===== config.mk =====
export PLATFORM = sky130hd
export DESIGN_NAME = sst_front
export DESIGN_NICKNAME = d
export VERILOG_FILES = /design/src/hw/rtl/sst_pkg.sv /design/src/hw/rtl/sst_front.sv
export SDC_FILE = /design/constraint.sdc
export NUM_CORES = 1
export LEC_CHECK = 0
export ABC_CLOCK_PERIOD_IN_PS = 4200
export BUFFER_PORTS_ARGS = -buffer_cell sky130_fd_sc_hd__buf_4
export CAP_MARGIN = 20
export CORE_MARGIN = 10
export CORE_UTILIZATION = 37
export CTS_CLUSTER_DIAMETER = 40
export DETAILED_ROUTE_END_ITERATION = 8
export SYNTH_ARGS = -nofsm -noshare
export SYNTH_HDL_FRONTEND = slang
export SYNTH_SLANG_ARGS = --single-unit

===== constraint.sdc =====
create_clock -name clk_i -period 4.2 [get_ports clk_i]
set_input_delay 0.84 -clock clk_i [delete_from_list [all_inputs] [get_ports clk_i]]
set_output_delay 0.84 -clock clk_i [all_outputs]
set_load 0.1 [all_outputs]

===== src/hw/rtl/sst_pkg.sv =====
`timescale 1ns / 1ps

package sst_pkg;

  // fixed field widths
  localparam int MASK_INDEX_W = 10;
  localparam int ELEM_W       = 32;
  localparam int TOTAL_W      = 42;

  // defaults and sizes
  localparam int MASK_BITS_DEF = 10;
  localparam int QUEUE_DEPTH   = 2;

  // saturation bounds of the reported total
  localparam longint TOTAL_MAX = 64'sd2199023255551;
  localparam longint TOTAL_MIN = -64'sd2199023255552;

  typedef enum logic {
    OP_LOAD  = 1'b0,
    OP_QUERY = 1'b1
  } op_e;

  // one request as it sits in the queue
  typedef struct packed {
    op_e                             op;
    logic [MASK_INDEX_W-1:0]         mask_index;
    logic signed [ELEM_W-1:0]        element_value;
  } item_t;

  typedef enum logic [2:0] {
    ST_CLEAR,
    ST_IDLE,
    ST_WALK,
    ST_DRAIN,
    ST_FINISH
  } state_e;

endpackage


===== src/hw/rtl/sst_front.sv =====
`timescale 1ns / 1ps

module sst_front (
  input  logic                            clk_i,
  input  logic                            rst_ni,
  input  logic                            in_valid_i,
  output logic                            in_ready_o,
  input  logic                            operation_i,
  input  logic [sst_pkg::MASK_INDEX_W-1:0] mask_index_i,
  input  logic signed [sst_pkg::ELEM_W-1:0] element_value_i,
  input  logic                            busy_i,
  output logic                            item_valid_o,
  input  logic                            item_ready_i,
  output sst_pkg::item_t                  item_o
);
  import sst_pkg::*;

  localparam int QPtrW = (QUEUE_DEPTH > 1) ? $clog2(QUEUE_DEPTH) : 1;
  localparam int QCntW = $clog2(QUEUE_DEPTH + 1);

  item_t             q_mem_q [QUEUE_DEPTH];
  logic [QPtrW-1:0]  wr_ptr_q, wr_ptr_d;
  logic [QPtrW-1:0]  rd_ptr_q, rd_ptr_d;
  logic [QCntW-1:0]  cnt_q, cnt_d;
  logic              push, pop;
  item_t             in_item;

  // classify the incoming request
  always_comb begin
    in_item.op            = op_e'(operation_i);
    in_item.mask_index    = mask_index_i;
    in_item.element_value = element_value_i;
  end

  // no requests while the table is being cleared or the queue is full
  assign in_ready_o   = (cnt_q != QCntW'(QUEUE_DEPTH)) && !busy_i;
  assign push         = in_valid_i && in_ready_o;
  assign item_valid_o = (cnt_q != '0);
  assign pop          = item_valid_o && item_ready_i;
  assign item_o       = q_mem_q[rd_ptr_q];

  // pointer and count update
  always_comb begin
    wr_ptr_d = wr_ptr_q;
    rd_ptr_d = rd_ptr_q;
    cnt_d    = cnt_q;
    if (push) begin
      wr_ptr_d = (wr_ptr_q == QPtrW'(QUEUE_DEPTH - 1)) ? '0 : wr_ptr_q + QPtrW'(1);
    end
    if (pop) begin
      rd_ptr_d = (rd_ptr_q == QPtrW'(QUEUE_DEPTH - 1)) ? '0 : rd_ptr_q + QPtrW'(1);
    end
    if (push && !pop) begin
      cnt_d = cnt_q + QCntW'(1);
    end else if (pop && !push) begin
      cnt_d = cnt_q - QCntW'(1);
    end
  end

  always_ff @(posedge clk_i or negedge rst_ni) begin
    if (!rst_ni) begin
      wr_ptr_q <= '0;
      rd_ptr_q <= '0;
      cnt_q    <= '0;
    end else begin
      wr_ptr_q <= wr_ptr_d;
      rd_ptr_q <= rd_ptr_d;
      cnt_q    <= cnt_d;
    end
  end

  // queue storage
  always_ff @(posedge clk_i) begin
    if (push) begin
      q_mem_q[wr_ptr_q] <= in_item;
    end
  end

endmodule


==> impl_results.md, run 1 <==
- Outcome: finished, final reports clean
- Fmax: 341 MHz
- CTS root buf: clkbuf_8
- Met1 usage: roughly a tenth
- Nets: ~300
- Post-route cell area: 4310 µm²
- Largest family of logic cells by synthesized area: multiplexers
- Vias in the first global route: slightly below 2000
- Reg2Reg Setup Slack: between 1500 and 2000 ps
- TritonCTS clock tree: built
- Pre-CTS setup slack: 1510 ps
- Hpwl dp: 4.45 mm
- Die Ht: between 100 and 150 µm
- Setup TNS: 0 ps
- Adder-cell share of the synthesized area: less than 1%
- CTS buffer count: 9
- Mux share of post-synthesis cell area: around 15%
- Worst slew pin tran: around 1000 ps
- Largest net degree at the start of global routing: 45
- Reg-to-Reg End: q_mem_q[0][24]
- Sequential-to-total area share from yosys stat: about four fifths
- Rows: 34
- Grt met2 use: approximately 17%
- CP max FO: between 40 and 50
- Antenna cells: 0
- Initial Utilization: about two fifths
- Post-Syn Nets: about 200
- Clock Latency Late Sink: ~350 ps
- Max-cap viol count: 0
- Post-CTS Setup Bufs: 0
- Reg clk slew, reported paths: 70 ps
- Initial antenna violation count: 0
- Ys Warns: 0
- ANT nets after route: 0
- Chip width: between 100 and 150 µm
- Distinct cell type count after synthesis: 16
- Worst slew margin: between 30% and 40%
- RSZ-0062 raised after global routing: false
- Initial DRC count: 90
- Hold buffers post-CTS: 0
- I/O Buffers: just over 90
- Placement Cell Area: 4120 µm²
- Area growth syn-to-layout: 29.4%
- Synth Area in Compound Gates: 0%
- Most used routing layer: met2
- Fin. Hold Viols: 0
- Synth Area in XOR/XNOR: around 1.3%
- Crit start category: register
- Period utilization: 69.8%
- Core box area: 8760 µm²
- GRT Util Overall: 9.83%
- H-tree depth: 3
- Required time of the critical path: about 3400 ps
- DRC viols: 0
- Count of final setup violators: 0
- Clock Skew: ~12 ps
- First-pass iteration count of the detailed router: 4
- Cts repair resizes: 0
- GP Congestion: roughly 0.7
- Fraction of layout cells with a size suffix above 1: 45.5%
- Via count: around 1700
- Crit path time final: around 2900 ps
- Critical register-to-register path startpoint: cnt_q[1]
- Avg Cell Area, Syn: roughly 22 µm²
- Vias per inst: 4.56
- CP Capture Type: primary output
- GR Overflow Total: 0
- Post-synthesis simple-gate area fraction: around 1.7%
- First-pass GRT wire length: ~10 mm
- Full die area: between 10000 and 15000 µm²
- WS Path Type: register to primary output
- Yosys reg bits: 90
- R2R depth: 4
- Final Max Tran Viols: 0
- Min-delay worst type: input port to async pin
- Worst hold slack: around 280 ps
- Met3 usage: about 3.1%
- Routed WL: ~6.5 mm
- Post-Syn Area: around 3300 µm²
- CP arrival: around 2100 ps
- Clk sinks: 90
- WL per Instance: 17.9 µm
- Setup ws final: 1270 ps
- CTS max path bufs: 2
- Num ports: between 90 and 100
- Gate count of the mapped netlist: 152
metal layers:
layer,share of wire [%],up-vias
met3,6.6,9
li1,-,789
met2,51,51
met5,0,-
met4,1.8,0
met1,40,816
sequential cells by signal (all words and copies together) (netlist names):
| name | cells |
|---|---|
| cnt_q | 2 |
| rd_ptr_q | 1 |
| wr_ptr_q | 1 |
| q_mem_q | 86 |
cells in the mapped netlist:
| cell | instances | share of area [%] |
|---|---|---|
| xor2_1 | 3 | 0.79 |
| dfrtp_1 | 4 | 3.0 |
| xnor2_1 | 2 | 0.53 |
| or2_1 | 1 | 0.19 |
| edfxtp_1 | 86 | 77 |
| nor2b_2 | 1 | 0.26 |
| buf_4 | 1 | 0.23 |
| nor3b_4 | 1 | 0.56 |
| and2_1 | 1 | 0.19 |
| buf_6 | 4 | 1.4 |
| mux2_2 | 4 | 1.4 |
| nand2_1 | 1 | 0.11 |
| nor2_1 | 2 | 0.23 |
| ha_1 | 1 | 0.38 |
| nor2b_1 | 1 | 0.19 |
| mux2_1 | 39 | 13 |
stage by stage:
step	std cells	util [%]
after floorplan	152	-
after global placement	348	47.1
after detailed placement	348	47.1
after CTS	364	49.0
after global routing	365	49.2
final	365	49.2
layout make-up:
cell class                      instances  area (µm²)
Fill cell                             769        4450
Sequential cell                        90        2680
Timing Repair Buffer                   94         718
Multi-Input combinational cell         57         607
Tap cell                              108         135
Clock buffer                           10         128
Clock inverter                          6        41.3
critical path: stages (launching register included):
cell and delay, ps:
dfrtp_2 1060, mux2_2 450, buf_4 240
worst max-delay path by stage:
| stage | startpoint | to | cells after the start |
|---|---|---|---|
| 4_1_cts | rd_ptr_q | item_o[27] | 2 |
| 5_1_grt | rd_ptr_q | item_o[27] | 2 |
| 6_report | rd_ptr_q | item_o[27] | 2 |
| 2_1_floorplan | busy_i | q_mem_q[0][0] | 2 |
| 3_5_place_dp | busy_i | q_mem_q[0][24] | 4 |
| 3_3_place_gp | rd_ptr_q | item_o[27] | 2 |
cell usage in the layout, fill, tap and decap left out, types with 2 or more instances in the layout:
cell	Yosys	layout
buf_4	1	93
clkbuf_8	0	9
mux2_2	4	4
nor2_1	2	2
edfxtp_1	86	86
xor2_1	3	3
xnor2_1	2	2
mux2_1	39	39
clkinvlp_4	0	2
dfrtp_1	4	3
logic make-up (layout without fill, tap and decap cells):
kind of cell	count (synthesis)	count (layout)
flops	90	90
simple gates	8	8
xor+xnor	5	5
buf+inv	5	110
mux	43	43
fa+ha+maj	1	1
Power of run 1 is not shown: default switching activity piles up to over one toggle a cycle in this logic, so the estimate is an artifact.
==> inputs of run 2 (changes only) <==
Settings changed: ABC_CLOCK_PERIOD_IN_PS 4200 to 3100.
Clock period 4.2 ns to 3.1 ns, I/O delays scaled along.
==> run 2 against run 1 <==
  * Clock skew hardly changed
  * Non-clock buffer count is 1 higher
  * Via count is 0.84% higher
  * Core utilization is 0.37 points higher
  * Critical path depth is 1 higher
  * Worst hold slack worse by 220 ps
  * Sequential share of layout area is 0.47 points lower
  * Global-route usage is 0.36 points higher
  * First-iteration DRC count is 32% lower
  * Design area is 0.75% higher
  * Clock-buffer cell count is 1 lower
  * Setup slack worse by 710 ps
==> impl_results.md, run 2 (synthesis results as in run 1) <==
- Clock Latency Late Sink: 350 ps (about the same)
- Area growth syn-to-layout: 30.4% (was 29.4%)
- RSZ-0062 raised after global routing: false (unchanged)
- Area of the multi-input gates: 607 µm² (unchanged)
- First-pass iteration count of the detailed router: 4 (unchanged)
- GR Overflow Total: 0 (unchanged)
- Most frequent cells in the layout: buf_4 (92), edfxtp_1 (86), mux2_1 (39) (was buf_4 (93), edfxtp_1 (86), mux2_1 (39))
- I/O Buffers: 92 (unchanged)
- Reg clk slew, reported paths: 80 ps (was 70 ps)
- Commonest non-fill, non-tap cell in the layout: buf_4 (unchanged)
- Clk sinks: 90 (unchanged)
- Fmax: just under 400 MHz
- Initial antenna violation count: 0 (unchanged)
- Critical register-to-register path startpoint: cnt_q[1] (unchanged)
- Reg-to-Reg End: q_mem_q[0][2] (was q_mem_q[0][24])
- Vias in the first global route: 1884 (was 1953)
- Outcome: finished, final reports clean (unchanged)
- WS Path Type: register to primary output (unchanged)
- DRC viols: 0 (unchanged)
- Hold buffers post-CTS: 0 (unchanged)
- Initial DRC count: 61 (was 90)
- Cts repair resizes: 0 (unchanged)
- R2R depth: 4 (unchanged)
- Min-delay worst type: input port to async pin (unchanged)
- Hpwl dp: 4.73 mm (was 4.45 mm)
- Largest net degree at the start of global routing: 32 (was 45)
- CTS root buf: clkbuf_8 (unchanged)
- Count of final setup violators: 0 (unchanged)
- Worst slew margin: 60.9% (was 31.1%)
- CTS max path bufs: 2 (unchanged)
- GRT Util Overall: 10.2% (was 9.83%)
- Required time of the critical path: 2480 ps (was 3360 ps)
- Top flop regs: q_mem_q (86), cnt_q (2) (unchanged)
- Max-cap viol count: 0 (unchanged)
- CP max FO: 26 (was 44)
- Worst Setup EP: item_o[6] (was item_o[27])
- Num ports: 93 (unchanged)
- Final core occ: 49.6% (was 49.2%)
- Crit path time final: about 2500 ps
- H-tree depth: 3 (unchanged)
- Period utilization: just over 80%
- Nets: 302 (was 301)
- Worst hold slack: 62.9 ps (was 284 ps)
- TritonCTS clock tree: built (unchanged)
- Setup TNS: 0 ps (unchanged)
- Crit start category: register (unchanged)
- GP Congestion: 0.688 (was 0.680)
- Chip width: 115 µm (unchanged)
- Post-CTS Setup Bufs: 0 (unchanged)
- Final Max Tran Viols: 0 (unchanged)
- Number of flip-flops in the largest register: 86 (unchanged)
- Clock Skew: 11.2 ps (was 11.5 ps)
- ANT nets after route: 0 (unchanged)
- Rows: 34 (unchanged)
- Die Ht: 115 µm (unchanged)
- Register area: 2680 µm² (unchanged)
- Fraction of layout cells with a size suffix above 1: 45.7% (was 45.5%)
- Via count: 1679 (was 1665)
- Core box area: 8760 µm² (unchanged)
- Full die area: 13200 µm² (unchanged)
- Routed WL: 6.78 mm (was 6.53 mm)
- Worst slew pin tran: 585 ps (was 1030 ps)
- First-pass GRT wire length: 10.3 mm (was 10.0 mm)
- Antenna cells: 0 (unchanged)
- Vias per inst: 4.59 (was 4.56)
- Top reg by flops: q_mem_q (unchanged)
- Reg2Reg Setup Slack: 1130 ps (was 1990 ps)
- Fin. Hold Viols: 0 (unchanged)
- CP Capture Type: primary output (unchanged)
- CP arrival: 1920 ps (was 2090 ps)
- Initial Utilization: 38.0% (unchanged)
- CTS buffer count: 9 (unchanged)
- Critical Path Start: rd_ptr_q (unchanged)
- WL per Instance: 18.5 µm (was 17.9 µm)
- Fillers: 740 (was 769)
run 2: cell count changes in the layout (fill, tap and decap cells not counted), sizes merged:
cell and delta:
buf +1, clkbuf -1, clkinv +1
run 2: worst max-delay path: stages (launching register included):
cell and delay [ps]:
dfrtp_2 680, buf_12 260, mux2_1 380, buf_4 250
run 2: layout make-up:
type / instances / share of cell area [%]
sequential: 90 / 61.8
clock buffer: 9 / 2.85
tap: 108 / 3.11
multi-input combinational: 57 / 14.0
timing repair buffer: 95 / 17.3
clock inverter: 7 / 1.04
run 2: per-stage QoR:
stage                     cell area (µm²)  setup slack [ps]  cells
after floorplan                      3340               607    152
after global placement               4180               892    350
after detailed placement             4180               878    350
after CTS                            4350               501    366
final                                4350               562    366
after global routing                 4350               459    366
run 2: worst min-delay path by stage:
stage	startpoint	end	cells past startpoint
2_1_floorplan	rst_ni	cnt_q[0]	0
3_3_place_gp	rst_ni	cnt_q[1]	1
3_5_place_dp	rst_ni	cnt_q[1]	1
4_1_cts	rst_ni	rd_ptr_q	1
5_1_grt	rst_ni	rd_ptr_q	1
6_report	rst_ni	cnt_q[1]	1
run 2: per-layer routing:
metal  track usage [%]  wire length, µm  up-vias
met1              12.8             3110      810
met3              3.96              589        9
met5                 0                0        -
met4              4.70               99        0
met2              15.2             2970       68
li1                  -                -      792
Power of run 2 is left out for the same reason.
